### src/sfrsd_pkg.sv
// Shared constants for the sync-framed range sensor decoder.
package sfrsd_pkg;

    localparam int RAW_W      = 8;
    localparam int SCALE_W    = 16;
    localparam int Q4_W       = 12;
    localparam int CH_W       = 4;
    localparam int CFG_IDX_W  = 2;
    localparam int DIVIDEND_W = SCALE_W + 4;
    localparam int DIV_STEPS  = DIVIDEND_W;
    localparam int STEP_W     = 5;

    localparam logic [RAW_W-1:0] SYNC_BYTE = 8'hFF;
    localparam logic [RAW_W-1:0] SKIP_RAW  = 8'd10;

    localparam logic [CFG_IDX_W-1:0] CFG_SCALE  = 2'd0;
    localparam logic [CFG_IDX_W-1:0] CFG_OFFSET = 2'd1;
    localparam logic [CFG_IDX_W-1:0] CFG_LIMIT  = 2'd2;

    localparam logic [SCALE_W-1:0] SCALE_RST  = 16'd2700;
    localparam logic [Q4_W-1:0]    OFFSET_RST = 12'd72;
    localparam logic [Q4_W-1:0]    LIMIT_RST  = 12'd1280;

endpackage

### src/sync_framed_range_sensor_decoder_core.sv
// Top level: frame capture, checksum, channel scan sequencer and result register.
// A byte that is not a checksum is taken whenever the sequencer is idle.
// A matching checksum starts a scan if some channel is not skipped: each channel is
// read and checked, a zero reading reports the limit, others pass the serial divider
// and each report waits for its transfer; no byte is taken until the scan ends.
// Reset clears frame state and the sequencer and loads default configuration.
module sync_framed_range_sensor_decoder_core #(
    parameter int CHANNELS = 10
) (
    input  logic                               clk,
    input  logic                               rst_n,
    input  logic                               cfg_write,
    input  logic [sfrsd_pkg::CFG_IDX_W-1:0]    cfg_index,
    input  logic [sfrsd_pkg::SCALE_W-1:0]      cfg_data,
    input  logic                               in_valid,
    output logic                               in_ready,
    input  logic [sfrsd_pkg::RAW_W-1:0]        rx_byte,
    output logic                               out_valid,
    input  logic                               out_ready,
    output logic [sfrsd_pkg::CH_W-1:0]         channel,
    output logic [sfrsd_pkg::RAW_W-1:0]        raw_reading,
    output logic [sfrsd_pkg::Q4_W-1:0]         distance_q4,
    output logic                               last_of_frame
);

    localparam int IDX_W = (CHANNELS > 1) ? $clog2(CHANNELS) : 1;
    localparam logic [sfrsd_pkg::CH_W-1:0] CH_CNT  = sfrsd_pkg::CH_W'(CHANNELS);
    localparam logic [sfrsd_pkg::CH_W-1:0] CH_LAST = sfrsd_pkg::CH_W'(CHANNELS - 1);

    typedef enum logic [2:0] {
        ST_IDLE,
        ST_READ,
        ST_CHECK,
        ST_DIV,
        ST_OUT
    } state_t;

    state_t state_reg, state_next;

    logic [sfrsd_pkg::SCALE_W-1:0] scale_reg, scale_next;
    logic [sfrsd_pkg::Q4_W-1:0]    offset_reg, offset_next;
    logic [sfrsd_pkg::Q4_W-1:0]    limit_reg, limit_next;

    logic                          active_reg, active_next;
    logic [sfrsd_pkg::CH_W-1:0]    count_reg, count_next;
    logic [sfrsd_pkg::RAW_W-1:0]   sum_reg, sum_next;
    logic                          any_reg, any_next;
    logic [sfrsd_pkg::CH_W-1:0]    last_idx_reg, last_idx_next;
    logic [sfrsd_pkg::CH_W-1:0]    idx_reg, idx_next;

    logic [sfrsd_pkg::CH_W-1:0]    channel_reg, channel_next;
    logic [sfrsd_pkg::RAW_W-1:0]   raw_reg, raw_next;
    logic [sfrsd_pkg::Q4_W-1:0]    dist_reg, dist_next;
    logic                          last_reg, last_next;

    logic [sfrsd_pkg::RAW_W-1:0]   store [CHANNELS];
    logic [sfrsd_pkg::RAW_W-1:0]   rd_data_reg;

    logic                              in_fire;
    logic                              store_we;
    logic [sfrsd_pkg::RAW_W-1:0]       expect_sum;
    logic                              div_start;
    logic                              div_done;
    logic [sfrsd_pkg::DIVIDEND_W-1:0]  div_quotient;
    logic [sfrsd_pkg::DIVIDEND_W-1:0]  offset_ext;
    logic [sfrsd_pkg::DIVIDEND_W-1:0]  limit_ext;
    logic [sfrsd_pkg::DIVIDEND_W-1:0]  q_diff;
    logic [sfrsd_pkg::Q4_W-1:0]        dist_calc;

    sfrsd_div u_div (
        .clk      (clk),
        .rst_n    (rst_n),
        .start    (div_start),
        .dividend ({scale_reg, 4'b0000}),
        .divisor  (rd_data_reg),
        .done     (div_done),
        .quotient (div_quotient)
    );

    assign in_ready = (state_reg == ST_IDLE);
    assign in_fire  = in_valid && in_ready;
    assign store_we = in_fire && (rx_byte != sfrsd_pkg::SYNC_BYTE) && active_reg
                      && (count_reg < CH_CNT);
    assign expect_sum = (sum_reg == sfrsd_pkg::SYNC_BYTE) ? '0 : sum_reg;
    assign div_start  = (state_reg == ST_CHECK) && (rd_data_reg != sfrsd_pkg::SKIP_RAW)
                        && (rd_data_reg != '0);

    always_comb
    begin
        offset_ext = {{(sfrsd_pkg::DIVIDEND_W - sfrsd_pkg::Q4_W){1'b0}}, offset_reg};
        limit_ext  = {{(sfrsd_pkg::DIVIDEND_W - sfrsd_pkg::Q4_W){1'b0}}, limit_reg};
        q_diff     = div_quotient - offset_ext;
        if (div_quotient <= offset_ext)
            dist_calc = '0;
        else if (q_diff > limit_ext)
            dist_calc = limit_reg;
        else
            dist_calc = q_diff[sfrsd_pkg::Q4_W-1:0];
    end

    always_comb
    begin
        state_next    = state_reg;
        scale_next    = scale_reg;
        offset_next   = offset_reg;
        limit_next    = limit_reg;
        active_next   = active_reg;
        count_next    = count_reg;
        sum_next      = sum_reg;
        any_next      = any_reg;
        last_idx_next = last_idx_reg;
        idx_next      = idx_reg;
        channel_next  = channel_reg;
        raw_next      = raw_reg;
        dist_next     = dist_reg;
        last_next     = last_reg;

        if (cfg_write)
        begin
            case (cfg_index)
                sfrsd_pkg::CFG_SCALE:  scale_next  = cfg_data;
                sfrsd_pkg::CFG_OFFSET: offset_next = cfg_data[sfrsd_pkg::Q4_W-1:0];
                sfrsd_pkg::CFG_LIMIT:  limit_next  = cfg_data[sfrsd_pkg::Q4_W-1:0];
                default: ;
            endcase
        end

        case (state_reg)
            ST_IDLE:
            begin
                if (in_fire)
                begin
                    if (rx_byte == sfrsd_pkg::SYNC_BYTE)
                    begin
                        active_next = 1'b1;
                        count_next  = '0;
                        sum_next    = '0;
                        any_next    = 1'b0;
                    end
                    else if (active_reg)
                    begin
                        if (count_reg < CH_CNT)
                        begin
                            sum_next   = sum_reg + rx_byte;
                            count_next = count_reg + 1'b1;
                            if (rx_byte != sfrsd_pkg::SKIP_RAW)
                            begin
                                any_next      = 1'b1;
                                last_idx_next = count_reg;
                            end
                        end
                        else
                        begin
                            active_next = 1'b0;
                            count_next  = '0;
                            sum_next    = '0;
                            if ((expect_sum == rx_byte) && any_reg)
                            begin
                                idx_next   = '0;
                                state_next = ST_READ;
                            end
                        end
                    end
                end
            end
            ST_READ:
            begin
                state_next = ST_CHECK;
            end
            ST_CHECK:
            begin
                channel_next = idx_reg;
                raw_next     = rd_data_reg;
                last_next    = (idx_reg == last_idx_reg);
                if (rd_data_reg == sfrsd_pkg::SKIP_RAW)
                begin
                    if (idx_reg == CH_LAST)
                        state_next = ST_IDLE;
                    else
                    begin
                        idx_next   = idx_reg + 1'b1;
                        state_next = ST_READ;
                    end
                end
                else if (rd_data_reg == '0)
                begin
                    dist_next  = limit_reg;
                    state_next = ST_OUT;
                end
                else
                    state_next = ST_DIV;
            end
            ST_DIV:
            begin
                if (div_done)
                begin
                    dist_next  = dist_calc;
                    state_next = ST_OUT;
                end
            end
            ST_OUT:
            begin
                if (out_ready)
                begin
                    if (last_reg)
                        state_next = ST_IDLE;
                    else
                    begin
                        idx_next   = idx_reg + 1'b1;
                        state_next = ST_READ;
                    end
                end
            end
            default:
            begin
                state_next = ST_IDLE;
            end
        endcase
    end

    always_ff @(posedge clk or negedge rst_n)
    begin
        if (!rst_n)
        begin
            state_reg    <= ST_IDLE;
            scale_reg    <= sfrsd_pkg::SCALE_RST;
            offset_reg   <= sfrsd_pkg::OFFSET_RST;
            limit_reg    <= sfrsd_pkg::LIMIT_RST;
            active_reg   <= 1'b0;
            count_reg    <= '0;
            sum_reg      <= '0;
            any_reg      <= 1'b0;
            last_idx_reg <= '0;
            idx_reg      <= '0;
            channel_reg  <= '0;
            raw_reg      <= '0;
            dist_reg     <= '0;
            last_reg     <= 1'b0;
        end
        else
        begin
            state_reg    <= state_next;
            scale_reg    <= scale_next;
            offset_reg   <= offset_next;
            limit_reg    <= limit_next;
            active_reg   <= active_next;
            count_reg    <= count_next;
            sum_reg      <= sum_next;
            any_reg      <= any_next;
            last_idx_reg <= last_idx_next;
            idx_reg      <= idx_next;
            channel_reg  <= channel_next;
            raw_reg      <= raw_next;
            dist_reg     <= dist_next;
            last_reg     <= last_next;
        end
    end

    always_ff @(posedge clk)
    begin
        if (store_we)
            store[count_reg[IDX_W-1:0]] <= rx_byte;
        if (state_reg == ST_READ)
            rd_data_reg <= store[idx_reg[IDX_W-1:0]];
    end

    assign out_valid     = (state_reg == ST_OUT);
    assign channel       = channel_reg;
    assign raw_reading   = raw_reg;
    assign distance_q4   = dist_reg;
    assign last_of_frame = last_reg;

endmodule

### src/sfrsd_div.sv
// Bit-serial restoring divider, one quotient bit per cycle.
module sfrsd_div (
    input  logic                              clk,
    input  logic                              rst_n,
    input  logic                              start,
    input  logic [sfrsd_pkg::DIVIDEND_W-1:0]  dividend,
    input  logic [sfrsd_pkg::RAW_W-1:0]       divisor,
    output logic                              done,
    output logic [sfrsd_pkg::DIVIDEND_W-1:0]  quotient
);

    logic                             busy_reg, busy_next;
    logic                             done_reg, done_next;
    logic [sfrsd_pkg::STEP_W-1:0]     step_reg, step_next;
    logic [sfrsd_pkg::RAW_W-1:0]      rem_reg, rem_next;
    logic [sfrsd_pkg::DIVIDEND_W-1:0] quo_reg, quo_next;
    logic [sfrsd_pkg::RAW_W-1:0]      dvs_reg, dvs_next;

    logic [sfrsd_pkg::RAW_W:0] trial;
    logic [sfrsd_pkg::RAW_W:0] diff;
    logic                      fits;

    always_comb
    begin
        trial = {rem_reg, quo_reg[sfrsd_pkg::DIVIDEND_W-1]};
        fits  = (trial >= {1'b0, dvs_reg});
        diff  = trial - {1'b0, dvs_reg};

        busy_next = busy_reg;
        done_next = 1'b0;
        step_next = step_reg;
        rem_next  = rem_reg;
        quo_next  = quo_reg;
        dvs_next  = dvs_reg;

        if (start)
        begin
            busy_next = 1'b1;
            step_next = '0;
            rem_next  = '0;
            quo_next  = dividend;
            dvs_next  = divisor;
        end
        else if (busy_reg)
        begin
            rem_next  = fits ? diff[sfrsd_pkg::RAW_W-1:0] : trial[sfrsd_pkg::RAW_W-1:0];
            quo_next  = {quo_reg[sfrsd_pkg::DIVIDEND_W-2:0], fits};
            step_next = step_reg + 1'b1;
            if (step_reg == sfrsd_pkg::STEP_W'(sfrsd_pkg::DIV_STEPS - 1))
            begin
                busy_next = 1'b0;
                done_next = 1'b1;
            end
        end
    end

    always_ff @(posedge clk or negedge rst_n)
    begin
        if (!rst_n)
        begin
            busy_reg <= 1'b0;
            done_reg <= 1'b0;
            step_reg <= '0;
            rem_reg  <= '0;
            quo_reg  <= '0;
            dvs_reg  <= '0;
        end
        else
        begin
            busy_reg <= busy_next;
            done_reg <= done_next;
            step_reg <= step_next;
            rem_reg  <= rem_next;
            quo_reg  <= quo_next;
            dvs_reg  <= dvs_next;
        end
    end

    assign done     = done_reg;
    assign quotient = quo_reg;

endmodule

### config.mk
export PLATFORM = sky130hd
export DESIGN_NAME = sync_framed_range_sensor_decoder_core
export DESIGN_NICKNAME = d
export VERILOG_FILES = /design/src/sfrsd_pkg.sv /design/src/sync_framed_range_sensor_decoder_core.sv /design/src/sfrsd_div.sv
export SDC_FILE = /design/constraint.sdc
export NUM_CORES = 1
export LEC_CHECK = 0
export BUFFER_PORTS_ARGS = -buffer_cell sky130_fd_sc_hd__buf_2
export CAP_MARGIN = 5
export CORE_MARGIN = 3
export CORE_UTILIZATION = 66
export CTS_CLUSTER_SIZE = 25
export DETAILED_ROUTE_END_ITERATION = 10
export PLACE_DENSITY = 0.95
export SYNTH_ARGS = -nofsm -noshare
export SYNTH_HDL_FRONTEND = slang
export SYNTH_SLANG_ARGS = --single-unit
### constraint.sdc
create_clock -name clk -period 10.1 [get_ports clk]
set_input_delay 1.01 -clock clk [delete_from_list [all_inputs] [get_ports clk]]
set_output_delay 1.01 -clock clk [all_outputs]
set_load 0.01 [all_outputs]
== Word level (Yosys, flattened, before mapping) ==
Memory sizes are Yosys's and may differ from the RTL's. A register that Yosys moved wholly into a read port is not among the register bits.
Cells that the tools add are included.

* Add/sub/neg operators: 6
* Order comparisons: 4
* Equal/unequal tests: 28
* Mux-type cells: 57
* Bitwise operators: 1
* Reduce and logical (&&, ||, !) cells: 27

{| class="wikitable"
|+ Operators by type and width
! cell !! count
|-
| $mux W12 || 5
|-
| $mux W8 || 7
|-
| $mux W4 || 12
|-
| $mux W20 || 2
|-
| $mux W3 || 9
|-
| $pmux W12 S2 || 1
|-
| $gt A20 B12 Y1 || 1
|-
| $le A20 B12 Y1 || 1
|-
| $sub A20 B12 Y20 || 1
|-
| $mux W1 || 17
|-
| $eq A8 B8 Y1 const B || 2
|-
| $ne A8 B4 Y1 const B || 2
|-
| $pmux W3 S5 || 1
|-
| $ne A2 B1 Y1 const B || 7
|-
| $pmux W4 S3 || 1
|-
| $mux W5 || 2
|-
| $ne A2 B2 Y1 const B || 5
|-
| $reduce_and A10 Y1 || 1
|-
| $reduce_bool A2 Y1 || 5
|-
| $ge A9 B8 Y1 || 1
|-
| $add A4 B1 Y4 const B || 2
|-
| $add A8 B8 Y8 || 1
|-
| $eq A8 B4 Y1 const B || 1
|-
| $eq A8 B8 Y1 || 1
|-
| other kinds (25) || 35
|}

* Register bits after elaboration: 133
* Bits in writable memories: 80
* Output and inout port bits: 27
* Logic and storage cells: 144
* Memories kept: 1

{| class="wikitable"
|+ Memory list
! memory !! words !! bits a word !! rd ports !! clocked after memory_dff !! write ports !! line !! RTL
|-
| store || 10 || 8 || 1 || 1 || 1 || sync_framed_range_sensor_decoder_core.sv:56 || <nowiki>logic [sfrsd_pkg::RAW_W-1:0] store [CHANNELS];</nowiki>
|}

== Longest topological paths before layout ==
Gate-level depths: netlist of the first run.

* Depth in word-level cells: 10
* Mapped depth: 18
* Gate-level depth less buffers: 17

== By module ==
Synthesis of the first run repeated with hierarchy kept, for this count alone.

* Cell total of the unflattened synthesis: 915
* Area, all modules: 11103.1 um^2

{| class="wikitable"
|+ By module, submodules not included
! module !! instances !! cells each !! area an instance (um^2) !! seq. area each (um^2)
|-
| sync_framed_range_sensor_decoder_core || 1 || 680 || 8784.7 || 4906.0
|-
| sfrsd_div || 1 || 235 || 2318.5 || 1076.0
|}

== Least setup slack after synthesis of the first run ==
No wires, ideal clock.

* Path type: register -> register
* Start point: reg offset_reg[3] in the netlist's numbering
* End point: reg dist_reg, in the netlist distance_q4[11]
* Arrival time: 3446 ps
* Data required time: 10005 ps
* Slack: 6558 ps
* Stages on the path, launching flop included: 16
* Clock period less this slack: 3542 ps
* Cell sequence: dfstp_2 -> inv_1 -> ha_1 -> nand3_1 -> o21bai_1 -> a21boi_0 -> nor3_1 -> a311o_1 -> ha_1 -> nand4_1 -> or3_1 -> o31ai_1 -> o2111a_2 -> buf_4 -> a21oi_1 -> o31ai_1

* Cells in the longest elaborated chain, start to end: 6
* Elaborated cells on any way between the ends: 7

{| class="wikitable"
|+ Ends and longest elaborated chain
! element !! line !! RTL
|-
| start: declaration || sync_framed_range_sensor_decoder_core.sv:41 || <nowiki>logic [sfrsd_pkg::Q4_W-1:0] offset_reg, offset_next;</nowiki>
|-
| start signal: assignment || sync_framed_range_sensor_decoder_core.sv:227 || <nowiki>offset_reg <= sfrsd_pkg::OFFSET_RST;</nowiki>
|-
| start signal: assignment || sync_framed_range_sensor_decoder_core.sv:244 || <nowiki>offset_reg <= offset_next;</nowiki>
|-
| $sub A20 B12 Y20 || sync_framed_range_sensor_decoder_core.sv:92 || <nowiki>q_diff = div_quotient - offset_ext;</nowiki>
|-
| $gt A20 B12 Y1 || sync_framed_range_sensor_decoder_core.sv:95 || <nowiki>else if (q_diff > limit_ext)</nowiki>
|-
| $mux W12 || sync_framed_range_sensor_decoder_core.sv:95 ||
|-
| $mux W12 * || sync_framed_range_sensor_decoder_core.sv:93 || <nowiki>if (div_quotient <= offset_ext)</nowiki>
|-
| $mux W12 * || sync_framed_range_sensor_decoder_core.sv:195 || <nowiki>if (div_done)</nowiki>
|-
| $pmux W12 S2 * || sync_framed_range_sensor_decoder_core.sv:128 || <nowiki>case (state_reg)</nowiki>
|-
| end signal: assignment || sync_framed_range_sensor_decoder_core.sv:254 || <nowiki>dist_reg <= dist_next;</nowiki>
|-
| end: declaration || sync_framed_range_sensor_decoder_core.sv:53 || <nowiki>logic [sfrsd_pkg::Q4_W-1:0] dist_reg, dist_next;</nowiki>
|}

Every way passes the cells marked *; elsewhere a longest branch is shown, timed or not. The select of a mux whose other input is x is not followed.
A chain may end at the register's enable or synchronous reset.

== Worst setup path after layout of the first run ==
* Start point: reg offset_reg[3] in the netlist's numbering
* End point: reg dist_reg, in the netlist distance_q4[2]

The elaborated chain is that of the path after synthesis.

==> key figures, run 1 <==
Status
  • Result of the run: finished, final reports clean

Worst setup path
  • Required @ worst endpoint: 10.49 ns
  • Worst Path Max Fanout: 11
  • Minimum setup slack among reg-to-reg paths: 5.82 ns
  • Element type at the critical path end: flip-flop
  • CP Class: reg2reg
  • CP Launch Type: flip-flop
  • WP data arrival: 4.67 ns

Floorplanning
  • Ports: 58
  • Die height: 137 um
  • Die area: 18700 um^2
  • Core Region: 16700 um^2
  • Initial Util: 67.7%
  • Die width: 137 um
  • Rows: 47

Timing
  • Setup TNS: 0 ns
  • Final-report max-slew violation count: 0
  • Worst-margin pin slew: 1.11 ns
  • Period utilisation layout: 42.4%
  • Unrepaired setup endpoints after global routing: false
  • Fmax: 234 MHz
  • Final Hold Viols: 0
  • Fin Hold WS: 0.460 ns
  • Min Clock Period, post-route: 4.28 ns
  • Rel. slew slack: 25.7%
  • Clock Skew: 0.00778 ns
  • Setup violators final: 0

Clock network
  • Clk Latency, worst-skew pair: 0.52 ns
  • Clk sink count: 221
  • TritonCTS clock tree: yes
  • Post-CTS resize count: 0
  • H-tree levels: 1
  • Max Buffers Root-to-Sink: 3
  • Inserted Clock Buffers: 23
  • Hold_buf cts: 0
  • Cell chosen for the clock root: clkbuf_16
  • Post-CTS Repair Setup Buffers: 0
  • Clock Pin Slew Worst Setup and Hold Paths: 0.07 ns

Min path
  • Worst hold-check path type: in2async

Layout
  • Max FFs per register: 80
  • ANT cells: 0
  • Commonest non-fill, non-tap cells in the layout: dfrtp_1, edfxtp_1, nand2_1, o21ai_0, buf_2
  • Layout area overhead: 9.95%
  • Share of layout cells above drive strength 1: 19.5%
  • Commonest non-fill, non-tap cell in the layout: dfrtp_1
  • Final net count: 1099
  • Final Util: 74.4%

Synth
  • Post-synth EDFFs: 88
  • Mux contribution to synthesized area: 11.8%
  • Post-synth net total: 1053
  • Post-synthesis compound-gate area fraction: 11.7%
  • Adder-cell share of the synthesized area: 5.62%
  • Post-synth cell types: 76
  • Synth Warn #: 0
  • Post-Synthesis Cells: 973
  • Yosys reg bits: 221
  • Sequential share of the synthesized area: 52.9%
  • Avg Synthesized Cell Area: 11.6 um^2
  • XOR/XNOR share of the synthesized area: 1.94%
  • Primary FF master, synth: dfrtp_1
  • Async set-reset flop share out of synthesis: 60.2%
  • Post-synthesis simple-gate area fraction: 12.5%
  • Combinational family with the most area after synthesis: simple AND/OR/NAND/NOR gates
  • Cell area after synthesis: 11300 um^2

Global routing
  • Largest net degree at the start of global routing: 71
  • GR Overflow Total: 0
  • Initial antenna violation count: 0
  • Number of global-route vias before repair: 8205
  • First-pass GRT wire length: 42.5 mm
  • Gr usage total: 29.0%

Power
  • Leakage Power: 5.33 nW
  • Peak VDD IR: 189 uV
  • Total chip power: 2.18 mW
  • PwrDens: 175 nW/um^2

Flow run
  • Max-Cap Viols: 0

Placement
  • Placer Congestion: 0.953
  • I/O Buffers: 57
  • Dpl hpwl: 18.0 mm

Route
  • DRT antenna net count: 0
  • TritonRoute pass-1 iters: 5
  • 1st-iter DRT viols: 663
  • Routed WL: 26.5 mm
  • Via count: 8046
  • Avg WL per Cell: 21.1 um
  • # DRC: 0
  • Vias per inst: 6.42
[cell usage after synthesis, types with 6 or more instances]
library cell,number,area (um^2)
nand3_1,31,155
inv_1,55,206
mux2i_1,33,330
nand2b_1,9,56.3
mux4_2,16,360
xor2_1,12,105
a21o_1,14,105
dfrtp_1,124,3100
mux2_2,56,631
nor2b_1,18,113
buf_2,6,30.0
nor3_1,18,90.1
xnor2_1,13,114
nand4_1,21,131
a21oi_1,33,165
a211oi_1,19,143
clkbuf_1,27,101
dfstp_2,9,236
a31oi_1,15,93.8
and3_1,7,43.8
nor2_1,53,199
and2_1,13,81.3
ha_1,46,576
o21ai_0,70,350
nand2_1,76,285
edfxtp_1,88,2640
[where the power goes]
group,internal [mW],switching (mW),leakage (nW)
combinational,0.148,0.183,2.46
clock,0.437,0.346,0.344
sequential,0.994,0.0715,2.53
total,1.58,0.601,5.33
[logic make-up after synthesis]
logic type	after synthesis
and+or+nand+nor	279
DFF	221
AOI/OAI and AO/OA	196
muxes	106
buffers and inverters	97
adders and majority gates	49
xor gates and xnor gates	25
[layer usage]
metal | up-vias | share of wire [%] | wire [um] | track usage (%)
met5 | - | 0 | 0 | 0
met4 | 0 | 4.4 | 1160 | 10.9
met3 | 94 | 6.7 | 1780 | 4.71
met2 | 379 | 51 | 13600 | 51.5
met1 | 3913 | 37 | 9920 | 35.7
li1 | 3660 | - | - | -
[per-stage QoR]
step	worst slack (ns)	cell area (um^2)	cells
after global routing	5.53	12400	1254
after global placement	6.16	11700	1213
after detailed placement	5.91	11700	1213
final	5.82	12400	1254
after CTS	5.87	12400	1253
after floorplan	6.56	11300	973
[critical path, stage by stage, from the launching register on]
cell and delay (ns):
dfstp_2 0.53, inv_1 0.04, ha_1 0.35, nand3_1 0.18, o21bai_1 0.26, a21boi_0 0.35, nor3_1 0.09, a311o_1 0.36
ha_1 0.35, nand4_1 0.14, or3_1 0.37, o31ai_1 0.10, o2111ai_1 0.53, nor3_1 0.39, o31ai_1 0.10
[path summary, 6_finish.rpt]
check | startpoint | to | cells after the start
setup reg to reg | offset_reg[3]$_DFFE_PN1P_ | distance_q4[2]$_DFFE_PN0P_ | 14
hold / removal | rst_n | limit_reg[7]$_DFFE_PN0P_ | 1
hold reg to reg | scale_reg[12]$_DFFE_PN0P_ | u_div.quotient[16]$_DFFE_PN0P_ | 2
max in group asynchronous | rst_n | u_div.busy_reg$_DFF_PN0_ | 2
setup / recovery | offset_reg[3]$_DFFE_PN1P_ | distance_q4[2]$_DFFE_PN0P_ | 14
min in group clk | scale_reg[12]$_DFFE_PN0P_ | u_div.quotient[16]$_DFFE_PN0P_ | 2
[final cells by class]
type                    instances  area [um^2]
well taps                     220          275
clock buffers                  29          618
repair buffers                 63          334
inverters                      55          206
clock inverters                11         73.8
multi-input cells             655         4940
fillers                      1062         4270
flip-flops and latches        221         5980
Power figures use the tool's default switching activity.
==> run 2, diff against run 1 <==
--- a/config.mk
+++ b/config.mk
@@ -8,10 +8,10 @@
 export BUFFER_PORTS_ARGS = -buffer_cell sky130_fd_sc_hd__buf_2
 export CAP_MARGIN = 5
 export CORE_MARGIN = 3
-export CORE_UTILIZATION = 66
+export CORE_UTILIZATION = 62
 export CTS_CLUSTER_SIZE = 25
 export DETAILED_ROUTE_END_ITERATION = 10
-export PLACE_DENSITY = 0.95
+export PLACE_DENSITY = 0.91
 export SYNTH_ARGS = -nofsm -noshare
 export SYNTH_HDL_FRONTEND = slang
 export SYNTH_SLANG_ARGS = --single-unit
==> constraint.sdc (replaced) <==
create_clock -name clk -period 4.2 [get_ports clk]
set_input_delay 0.42 -clock clk [delete_from_list [all_inputs] [get_ports clk]]
set_output_delay 0.42 -clock clk [all_outputs]
set_load 0.01 [all_outputs]
==> run 2 against run 1 <==
  * The flow now finishes with violations (negative hold slack)
  * Worst setup slack lost 5.5 ns
  * Clock power grew to 2.6 times the previous value
  * First-iteration DRC count down 23%
  * Global-route usage fell by 3.0 points
==> key figures, run 2 (synthesized netlist as in run 1, its figures left out) <==
Route
  • Routed WL: 25.2 mm
  • Vias per inst: 6.25
  • # DRC: 0
  • 1st-iter DRT viols: 512
  • Avg WL per Cell: 19.9 um
  • TritonRoute pass-1 iters: 7
  • Via count: 7921
  • DRT antenna net count: 0

Floorplanning
  • Die area: 19900 um^2
  • Die height: 141 um
  • Initial Util: 64.3%
  • Die width: 141 um
  • Rows: 48
  • Core Region: 17600 um^2
  • Ports: 58

Timing
  • Worst-margin pin slew: 1.12 ns
  • Period utilisation layout: 91.9%
  • Unrepaired setup endpoints after global routing: false
  • Rel. slew slack: 25.1%
  • Fin Hold WS: -0.0181 ns
  • Fmax: 259 MHz
  • Final-report max-slew violation count: 0
  • Min Clock Period, post-route: 3.86 ns
  • Final Hold Viols: 6
  • Setup TNS: 0 ns
  • Setup violators final: 0
  • Clock Skew: 0.0154 ns

Placement
  • I/O Buffers: 57
  • Area after DPL: 11800 um^2
  • Dpl hpwl: 17.2 mm
  • DP Cell Count: 1222
  • Placer Congestion: 0.907

Layout
  • Layout area overhead: 11.2%
  • ANT cells: 0
  • Register area: 5980 um^2
  • Final net count: 1105
  • Commonest non-fill, non-tap cells in the layout: dfrtp_1, edfxtp_1, nand2_1, o21ai_0
  • Share of layout cells above drive strength 1: 20.2%
  • Area of the multi-input gates: 4940 um^2
  • Max FFs per register: 80
  • Layout Cells excl Fill: 1268
  • Final Util: 71.4%
  • # fillers: 1169
  • Commonest non-fill, non-tap cell in the layout: dfrtp_1
  • Post-layout instance area: 12600 um^2

Global routing
  • GR Overflow Total: 0
  • Gr usage total: 25.9%
  • Largest net degree at the start of global routing: 106
  • Number of global-route vias before repair: 8130
  • Initial antenna violation count: 0
  • First-pass GRT wire length: 41.5 mm

Clock network
  • TritonCTS clock tree: yes
  • Inserted Clock Buffers: 24
  • Post-CTS resize count: 0
  • Clk Latency, worst-skew pair: 0.52 ns
  • Max Buffers Root-to-Sink: 3
  • Clock Pin Slew Worst Setup and Hold Paths: 0.06 ns
  • Clk sink count: 221
  • H-tree levels: 1
  • Hold_buf cts: 0
  • Cell chosen for the clock root: clkbuf_16

Worst setup path
  • Worst r2r dst: distance_q4[4]$_DFFE_PN0P_
  • CP Launch Type: flip-flop
  • R2R cell count: 15
  • R2r startpoint: offset_reg[3]$_DFFE_PN1P_
  • WP data arrival: 4.30 ns
  • Worst Path Max Fanout: 7
  • Required @ worst endpoint: 4.64 ns
  • Element type at the critical path end: flip-flop
  • Minimum setup slack among reg-to-reg paths: 0.34 ns
  • CP Class: reg2reg

Power
  • Leakage Power: 5.39 nW
  • Peak VDD IR: 394 uV
  • Total chip power: 5.38 mW
  • PwrDens: 428 nW/um^2

Status
  • Failing checks: negative hold slack
  • Result of the run: finished, violations left

Flow run
  • Max-Cap Viols: 0

Min path
  • Worst hold-check path type: in2async
## run 2: area by class of cell
type	instances	share of cell area (%)
clock buffers	28	5.06
clock inverters	16	1.13
inverters	55	1.64
multi-input cells	655	39.3
flip-flops and latches	221	47.6
well taps	225	2.24
repair buffers	68	3.01
## run 2: power by group
part           switching (mW)  total, mW  internal (mW)  leakage [nW]
combinational           0.425      0.778          0.353          2.48
clock                   0.838       2.05           1.21         0.386
sequential              0.161       2.55           2.39          2.53
total                    1.42       5.38           3.95          5.39
## run 2: per-stage QoR
stage,hold WS [ns],worst slack (ns)
2_1_floorplan,0.124,0.658
3_3_place_gp,0.461,0.451
3_5_place_dp,0.476,0.292
4_1_cts,0.0646,0.275
5_1_grt,0.0837,0.0165
6_report,-0.0181,0.340
## run 2: layer usage
layer  global-route usage [%]  wire (um)  up-vias
met1                     31.7       9900     3878
li1                         -          -     3680
met4                     10.0        929        0
met3                     3.93       1450       80
met5                        0          0        -
met2                     46.5      12900      283
## run 2: worst max path at each step
stage / from / to / slack [ns]
finish: offset_reg[3]$_DFFE_PN1P_ / distance_q4[4]$_DFFE_PN0P_ / 0.34
detailed placement: offset_reg[3]$_DFFE_PN1P_ / distance_q4[0]$_DFFE_PN0P_ / 0.29
global route: offset_reg[3]$_DFFE_PN1P_ / distance_q4[7]$_DFFE_PN0P_ / 0.02
floorplan: offset_reg[3]$_DFFE_PN1P_ / distance_q4[11]$_DFFE_PN0P_ / 0.66
global placement: offset_reg[3]$_DFFE_PN1P_ / distance_q4[2]$_DFFE_PN0P_ / 0.45
CTS: offset_reg[3]$_DFFE_PN1P_ / distance_q4[0]$_DFFE_PN0P_ / 0.28
## run 2: timing repair
item,CTS,global route
endpoints found under the hold margin,0,0
endpoints found under the setup margin,0,3
buffers inserted,0,1
## run 2: critical path: stages, from the launching register on
cell      delay, ns
dfstp_2        0.53
inv_1          0.04
ha_1           0.35
nand3_1        0.17
o21bai_1       0.25
a21boi_0       0.34
nor3_1         0.10
a311o_1        0.36
ha_1           0.34
nand4_1        0.14
or3_1          0.36
o31ai_1        0.10
o2111a_2       0.34
buf_4          0.18
nand4_1        0.10
nand3_1        0.10
